<file path="config.mk">
export PLATFORM = sky130hd
export DESIGN_NAME = trajectory_coring_filter
export DESIGN_NICKNAME = d
export VERILOG_FILES = /design/src/sv/tcf_pkg.sv /design/src/sv/tcf_window_table.sv /design/src/sv/tcf_emitter.sv /design/src/sv/trajectory_coring_filter.sv
export SDC_FILE = /design/constraint.sdc
export NUM_CORES = 2
export LEC_CHECK = 0
export BUFFER_PORTS_ARGS = -buffer_cell sky130_fd_sc_hd__buf_2
export CAP_MARGIN = 5
export CORE_ASPECT_RATIO = 0.9
export CORE_MARGIN = 4
export CORE_UTILIZATION = 35
export DETAILED_ROUTE_END_ITERATION = 7
export SYNTH_ARGS = -nofsm -noshare
export SYNTH_HDL_FRONTEND = slang
export SYNTH_SLANG_ARGS = --single-unit
</file>
<file path="constraint.sdc">
create_clock -name i_clk -period 12.74 [get_ports i_clk]
set_clock_uncertainty 0.05 [all_clocks]
set_input_delay 2.548 -clock i_clk [delete_from_list [all_inputs] [get_ports i_clk]]
set_output_delay 2.548 -clock i_clk [all_outputs]
set_load 0.02 [all_outputs]
</file>
<file path="src/sv/tcf_pkg.sv">
// Shared types and constants of the trajectory coring filter.
`timescale 1ns / 1ps

package tcf_pkg;

    localparam int LABEL_W = 8;
    localparam int WIN_W   = 7;
    localparam int CNT_W   = 7;

    // One burst of results: first the non-core frames, then the core frames.
    typedef struct packed {
        logic [CNT_W-1:0]   nc_count;
        logic [LABEL_W-1:0] nc_label;
        logic [CNT_W-1:0]   co_count;
        logic [LABEL_W-1:0] co_label;
    } t_burst;

endpackage

</file>
<file path="src/sv/tcf_window_table.sv">
// Per-state window table with valid bits and a registered read port.
`timescale 1ns / 1ps

module tcf_window_table #(
    parameter int NUM_STATES = 256,
    parameter int MAX_WINDOW = 64
) (
    input  logic                        i_clk,
    input  logic                        i_rst_n,
    input  logic                        i_wr_en,
    input  logic                        i_rd_en,
    input  logic [tcf_pkg::LABEL_W-1:0] i_label,
    input  logic [tcf_pkg::WIN_W-1:0]   i_value,
    output logic [tcf_pkg::WIN_W-1:0]   o_window
);
    import tcf_pkg::*;

    localparam int LABEL_SPAN  = 1 << LABEL_W;
    localparam int TABLE_DEPTH = (NUM_STATES < LABEL_SPAN) ? NUM_STATES : LABEL_SPAN;
    localparam int AW          = $clog2(TABLE_DEPTH);
    localparam int WIN_MAX_CODE = (1 << WIN_W) - 1;
    localparam logic [WIN_W-1:0] WIN_CAP =
        (MAX_WINDOW > WIN_MAX_CODE) ? WIN_W'(WIN_MAX_CODE) : WIN_W'(MAX_WINDOW);

    logic [WIN_W-1:0]       r_mem [TABLE_DEPTH];
    logic [TABLE_DEPTH-1:0] r_valid;
    logic [WIN_W-1:0]       r_rd_data;
    logic                   r_rd_hit;
    logic                   in_range;
    logic [AW-1:0]          idx;
    logic [WIN_W-1:0]       capped;

    assign in_range = (32'(i_label) < 32'(NUM_STATES));
    assign idx      = i_label[AW-1:0];
    assign capped   = (i_value > WIN_CAP) ? WIN_CAP : i_value;

    always_ff @(posedge i_clk) begin
        if (i_wr_en && in_range) begin
            r_mem[idx] <= capped;
        end
        if (i_rd_en) begin
            r_rd_data <= r_mem[idx];
        end
    end

    // An entry never written reads as the reset window of one.
    always_ff @(posedge i_clk) begin
        if (!i_rst_n) begin
            r_valid  <= '0;
            r_rd_hit <= 1'b0;
        end else begin
            if (i_wr_en && in_range) begin
                r_valid[idx] <= 1'b1;
            end
            if (i_rd_en) begin
                r_rd_hit <= in_range && r_valid[idx];
            end
        end
    end

    // A zero window behaves like a window of one.
    assign o_window = (r_rd_hit && (r_rd_data != '0)) ? r_rd_data : WIN_W'(1);

endmodule

</file>
<file path="src/sv/tcf_emitter.sv">
// Result register that plays out one burst, one beat per cycle while the receiver is ready.
`timescale 1ns / 1ps

module tcf_emitter (
    input  logic                        i_clk,
    input  logic                        i_rst_n,
    input  logic                        i_load,
    input  tcf_pkg::t_burst             i_burst,
    input  logic                        i_m_tready,
    output logic                        o_tvalid,
    output logic [tcf_pkg::LABEL_W-1:0] o_label,
    output logic                        o_core,
    output logic                        o_last,
    output logic                        o_free
);
    import tcf_pkg::*;

    logic [CNT_W-1:0]   r_nc_count;
    logic [CNT_W-1:0]   r_co_count;
    logic [LABEL_W-1:0] r_nc_label;
    logic [LABEL_W-1:0] r_co_label;
    logic               nc_left;
    logic               beat;

    assign nc_left  = (r_nc_count != '0);
    assign o_tvalid = nc_left || (r_co_count != '0);
    assign o_label  = nc_left ? r_nc_label : r_co_label;
    assign o_core   = !nc_left;
    assign o_last   = ((r_nc_count == CNT_W'(1)) && (r_co_count == '0)) ||
                      ((r_nc_count == '0) && (r_co_count == CNT_W'(1)));
    assign beat     = o_tvalid && i_m_tready;
    // Free when empty, or when the final beat of the burst leaves this cycle.
    assign o_free   = !o_tvalid || (o_last && i_m_tready);

    always_ff @(posedge i_clk) begin
        if (!i_rst_n) begin
            r_nc_count <= '0;
            r_co_count <= '0;
        end else if (i_load) begin
            r_nc_count <= i_burst.nc_count;
            r_co_count <= i_burst.co_count;
        end else if (beat) begin
            if (nc_left) begin
                r_nc_count <= r_nc_count - CNT_W'(1);
            end else begin
                r_co_count <= r_co_count - CNT_W'(1);
            end
        end
    end

    always_ff @(posedge i_clk) begin
        if (i_load) begin
            r_nc_label <= i_burst.nc_label;
            r_co_label <= i_burst.co_label;
        end
    end

endmodule

</file>
<file path="src/sv/trajectory_coring_filter.sv">
// Top level of the trajectory coring filter.
`timescale 1ns / 1ps

// Dynamic coring of a state trajectory. Each frame beat carries a state label
// and a segment-end flag on tlast; a beat with tuser high instead writes the
// window length of one state. A frame is decided in a single registered pass:
// the window table is read when the beat is accepted, the decision is taken on
// the registered frame once the output register is free, and the resulting
// burst goes to the output register, which gives one result beat per cycle
// while the receiver is ready. Input is taken every cycle while each frame
// produces at most one result and the receiver is ready; a frame that releases
// more results holds input until the last beat of its burst leaves. Window
// writes are taken whenever input is ready and return no result. The window
// table is a memory of min(NUM_STATES, 256) entries with one valid bit per
// entry, so no clearing pass is needed after reset.
module trajectory_coring_filter #(
    parameter int NUM_STATES = 256,
    parameter int MAX_WINDOW = 64
) (
    input  logic        i_clk,
    input  logic        i_rst_n,
    input  logic        i_s_tvalid,
    output logic        o_s_tready,
    input  logic [15:0] i_s_tdata,  // [7:0] frame_state, [14:8] window_value, [15] zero
    input  logic        i_s_tuser,  // [0] mode
    input  logic        i_s_tlast,  // segment_end
    output logic        o_m_tvalid,
    input  logic        i_m_tready,
    output logic [7:0]  o_m_tdata,  // [7:0] cored_state
    output logic        o_m_tuser,  // [0] is_core
    output logic        o_m_tlast   // last_of_burst
);
    import tcf_pkg::*;

    logic               s_accept;
    logic               fire;
    logic               emit_free;
    logic [WIN_W-1:0]   window;

    logic               r_fv;
    logic [LABEL_W-1:0] r_label;
    logic               r_seg_end;

    logic [LABEL_W-1:0] r_run_label;
    logic [CNT_W-1:0]   r_pend;
    logic [LABEL_W-1:0] r_core_label;
    logic               r_at_start;

    logic [LABEL_W-1:0] n_run_label;
    logic [CNT_W-1:0]   n_pend;
    logic [LABEL_W-1:0] n_core_label;
    logic [CNT_W-1:0]   pend_base;
    logic [CNT_W-1:0]   pend_inc;
    t_burst             burst;

    assign s_accept   = i_s_tvalid && o_s_tready;
    assign fire       = r_fv && emit_free;
    assign o_s_tready = !r_fv || fire;

    tcf_window_table #(
        .NUM_STATES(NUM_STATES),
        .MAX_WINDOW(MAX_WINDOW)
    ) u_table (
        .i_clk   (i_clk),
        .i_rst_n (i_rst_n),
        .i_wr_en (s_accept && i_s_tuser),
        .i_rd_en (s_accept && !i_s_tuser),
        .i_label (i_s_tdata[7:0]),
        .i_value (i_s_tdata[14:8]),
        .o_window(window)
    );

    always_ff @(posedge i_clk) begin
        if (!i_rst_n) begin
            r_fv <= 1'b0;
        end else if (s_accept && !i_s_tuser) begin
            r_fv <= 1'b1;
        end else if (fire) begin
            r_fv <= 1'b0;
        end
    end

    always_ff @(posedge i_clk) begin
        if (s_accept && !i_s_tuser) begin
            r_label   <= i_s_tdata[7:0];
            r_seg_end <= i_s_tlast;
        end
    end

    // Decision for the registered frame.
    always_comb begin
        n_run_label    = r_run_label;
        n_core_label   = r_core_label;
        pend_base      = r_pend;
        burst.nc_count = '0;
        burst.nc_label = r_core_label;
        if (r_at_start) begin
            n_core_label = r_label;
            n_run_label  = r_label;
            pend_base    = '0;
        end else if (r_label != r_run_label) begin
            // The old run was too short: its frames are reassigned.
            burst.nc_count = r_pend;
            pend_base      = '0;
            n_run_label    = r_label;
        end
        pend_inc = pend_base + CNT_W'(1);
        if (r_seg_end) begin
            burst.co_count = pend_inc;
            n_pend         = '0;
        end else if (pend_inc >= window) begin
            burst.co_count = pend_inc - window + CNT_W'(1);
            n_pend         = window - WIN_W'(1);
        end else begin
            burst.co_count = '0;
            n_pend         = pend_inc;
        end
        if (burst.co_count != '0) begin
            n_core_label = n_run_label;
        end
        burst.co_label = n_run_label;
    end

    always_ff @(posedge i_clk) begin
        if (!i_rst_n) begin
            r_run_label  <= '0;
            r_pend       <= '0;
            r_core_label <= '0;
            r_at_start   <= 1'b1;
        end else if (fire) begin
            r_run_label  <= n_run_label;
            r_pend       <= n_pend;
            r_core_label <= n_core_label;
            r_at_start   <= r_seg_end;
        end
    end

    tcf_emitter u_emit (
        .i_clk     (i_clk),
        .i_rst_n   (i_rst_n),
        .i_load    (fire),
        .i_burst   (burst),
        .i_m_tready(i_m_tready),
        .o_tvalid  (o_m_tvalid),
        .o_label   (o_m_tdata),
        .o_core    (o_m_tuser),
        .o_last    (o_m_tlast),
        .o_free    (emit_free)
    );

    // A segment opens with nothing pending.
    a_start_empty: assert property (@(posedge i_clk) disable iff (!i_rst_n)
        r_at_start |-> (r_pend == '0))
        else $error("pending frames at segment start");

    // A segment end closes the segment after its frame is decided.
    a_seg_close: assert property (@(posedge i_clk) disable iff (!i_rst_n)
        fire && r_seg_end |=> r_at_start && (r_pend == '0))
        else $error("segment end did not reset the run");

    // Core beats always carry the current core label.
    a_core_label: assert property (@(posedge i_clk) disable iff (!i_rst_n)
        o_m_tvalid && o_m_tuser |-> (o_m_tdata == r_core_label))
        else $error("core beat with a stale core label");

endmodule

</file>
==> qor.json <==
{
  "status": {
    "outcome": "finished, final reports clean"
  },
  "grt": {
    "via_count_of_the_first_global_routing_pass": 43000,
    "globalRouteTotalUtil_pct": 17.0,
    "first_pass_grt_wire_length_um": 308000,
    "antenna_found_initial": 12,
    "grt_remaining_overflow": 0,
    "grt_start_max_net_pins": 249
  },
  "floorplanning": {
    "core_area_um2": 236000,
    "design.portCount": 34,
    "floorplan.initialDensity_pct": 35.2,
    "die_w_um": 522,
    "die_area_um2": 245000,
    "number_of_rows_created_at_floorplan": 169,
    "die_height_um": 470
  },
  "yosys": {
    "yosysWarningCount": 0,
    "syn_nets": 4614,
    "avgSynthCellArea_um2": 18.2,
    "ys_ff_latch": 2120,
    "synth_async_sr_flop_share_pct": 0,
    "yosysSeqAreaShare_pct": 73.0,
    "synth-edff-count": 1824,
    "yosys.cell_types.count": 76,
    "synthesis.area_um2": 83100,
    "synthesis.instances": 4571,
    "yosys_most_used_dff": "sky130_fd_sc_hd__edfxtp_1"
  },
  "clock_network": {
    "clk_pin_slew_ps": 60,
    "cts_setup_buffers": 0,
    "clock_tree_from_tritoncts": "done",
    "cts.path.max_buffers": 3,
    "cts_made_buffers": 196,
    "hold_buffer_count_at_cts": 0,
    "clk_sinks": 2120,
    "ctsResizeCount": 0,
    "clock_tree.htree_level_count": 4,
    "worstSkewPairLatency_ps": 830,
    "clk_root_buffer_cell": "sky130_fd_sc_hd__clkbuf_16"
  },
  "routing": {
    "remaining_drc_errors": 0,
    "routed_wl_um": 213000,
    "first_pass_iters": 6,
    "num_vias": 43400,
    "via_cell_ratio": 5.51,
    "wire_per_inst_um": 27.0,
    "ant_nets": 0,
    "drt-initial-drc-count": 5044
  },
  "finish": {
    "drive_above_1_share_pct": 20.4,
    "fillCellCount": 21300,
    "flow.area_growth_from_synthesis_pct": 11.5,
    "finalNonFillerCells": 7878,
    "final_nets": 4597
  },
  "critical_path": {
    "path_class": "input pin to flop",
    "critPathRequiredTime_ps": 13260,
    "crit_fanout": 99,
    "arr_time_crit_path_ps": 6950,
    "setup.worst_path.end_class": "flop",
    "worstSetupStartpointType": "input pin"
  },
  "timing": {
    "worst_slack_ps": 6310,
    "fin_crit_sh_pct": 50.5,
    "slew_viol_final": 0,
    "timing_worst_slew_pin_value_ps": 1370,
    "max_slew_margin_pct": 8.84,
    "finalSetupViolCount": 0,
    "clock.fmax_mhz": 155,
    "timing.final.hold_violations": 0,
    "timing.final.crit_period_ps": 6430,
    "final.setup.tns_ps": 0,
    "setup_repair_after_global_routing_missed_its_margin": "false"
  },
  "placed_design": {
    "placed_cells": 7519,
    "gp_congestion": 0.802,
    "io_buffers": 32,
    "preCtsSetupSlack_ps": 5490,
    "place_hpwl_um": 124000
  },
  "power_and_ir_drop": {
    "peakVddDrop_mv": 0.154,
    "pwr_density_cell_nw_per_um2": 155,
    "p_leak_nw": 28.4
  },
  "worst_hold_path": {
    "type_of_the_worst_min_delay_path": "flop to flop"
  },
  "job": {
    "max_cap_viol_count": 0
  }
}
through the flow:
stage | hold WS [ps] | instance area (um^2) | util (%) | power [W]
floorplan | 359 | 83100 | - | 0.00848
global placement | 369 | 86600 | 36.7 | 0.00880
detailed placement | 372 | 86600 | 36.7 | 0.00881
CTS | 384 | 92700 | 39.3 | 0.0145
global route | 395 | 92700 | 39.3 | 0.0148
finish | 377 | 92700 | 39.3 | 0.0143
critical path, stage by stage:
cell,delay [ps]
sky130_fd_sc_hd__buf_8,510
sky130_fd_sc_hd__buf_12,580
sky130_fd_sc_hd__buf_4,640
sky130_fd_sc_hd__mux4_2,430
sky130_fd_sc_hd__a221oi_1,550
sky130_fd_sc_hd__o22ai_1,420
sky130_fd_sc_hd__nor3_1,600
sky130_fd_sc_hd__o22ai_1,180
sky130_fd_sc_hd__a221o_1,290
placed cells by master (no fill, tap or decap), drive strengths merged, types with 19 or more instances in the layout:
| cell | Yosys | final |
|---|---|---|
| a21oi | 75 | 75 |
| mux4 | 546 | 546 |
| nor2 | 303 | 303 |
| edfxtp | 1824 | 1824 |
| clkbuf | 194 | 245 |
| ha | 20 | 20 |
| a22oi | 94 | 94 |
| inv | 20 | 26 |
| xnor2 | 19 | 19 |
| nand3 | 49 | 49 |
| buf | 141 | 118 |
| clkinv | 1 | 91 |
| nor3 | 25 | 25 |
| nand2 | 375 | 375 |
| nor2b | 24 | 24 |
| o21ai | 274 | 274 |
| nand4 | 20 | 20 |
| a221oi | 38 | 38 |
| mux2i | 26 | 26 |
| a22o | 37 | 37 |
| dfxtp | 296 | 296 |
where the power goes:
group	internal (W)	total (W)	switching (W)
Combinational	0.000351	0.00104	0.000688
Sequential	0.00758	0.00762	0.0000411
Clock	0.00312	0.00569	0.00257
Total	0.0110	0.0143	0.00330
flip-flops by register name, summed over array words and instances, names as in the netlist, 7 cells and up:
register,count
u_emit.r_co_count,7
u_table.r_valid,256
u_emit.r_nc_label,8
r_run_label,8
u_emit.r_nc_count,7
r_core_label,8
r_pend,7
r_label,8
u_table.r_mem,1792
u_table.r_rd_data,7
u_emit.r_co_label,8
Yosys cell counts (all sizes together) (24+ instances only):
library cell	count	area [um^2]
nor3	25	125
o21ai	274	1380
a21oi	75	375
a22oi	94	706
nand2	375	1420
a221oi	38	339
dfxtp	296	5930
buf	141	902
nand3	49	258
nor2	303	1170
edfxtp	1824	54800
clkbuf	194	729
a22o	37	324
nor2b	24	150
mux4	546	12400
mux2i	26	260
path summary, 6_finish.rpt:
path / from / end / slack, ps / cells past startpoint
setup / recovery: i_s_tdata[1] / u_table.r_rd_data[5] / 6310 / 9
hold / removal: r_core_label[2] / u_emit.r_nc_label[2] / 380 / 0
setup reg to reg: r_label[7] / r_core_label[2] / 7210 / 18
hold reg to reg: r_core_label[2] / u_emit.r_nc_label[2] / 380 / 0
metal layers:
layer	vias to the layer above	GRT usage (%)	share of wire [%]
met5	-	0	0
met4	0	4.97	2.8
met3	325	3.95	8.7
met2	1785	25.3	45
met1	23000	25.0	43
li1	18300	-	-
layout make-up:
cell class                 instances  area [um^2]  share of cell area (%)
sequential                      2120        60700                    65.5
multi-input combinational       2095        20900                    22.5
clock buffer                     243         5140                    5.55
tap                             3163         3960                    4.27
timing repair buffer             120          992                    1.07
clock inverter                   113          988                    1.07
inverter                          21         78.8                  0.0850
antenna                            3         7.51                 0.00810
cells by family (layout without fill, tap and decap cells):
family          Yosys count  after routing  synth area share (%)
compound gates          614            614                  4.68
xor+xnor                 34             34                 0.358
fa+ha+maj                21             21                 0.325
buf+inv                 356            497                  2.06
flops                  2120           2120                  73.0
mux                     573            573                  15.2
other cells               0              3                     0
simple gates            853            853                  4.37
Power figures use the tool's default switching activity.
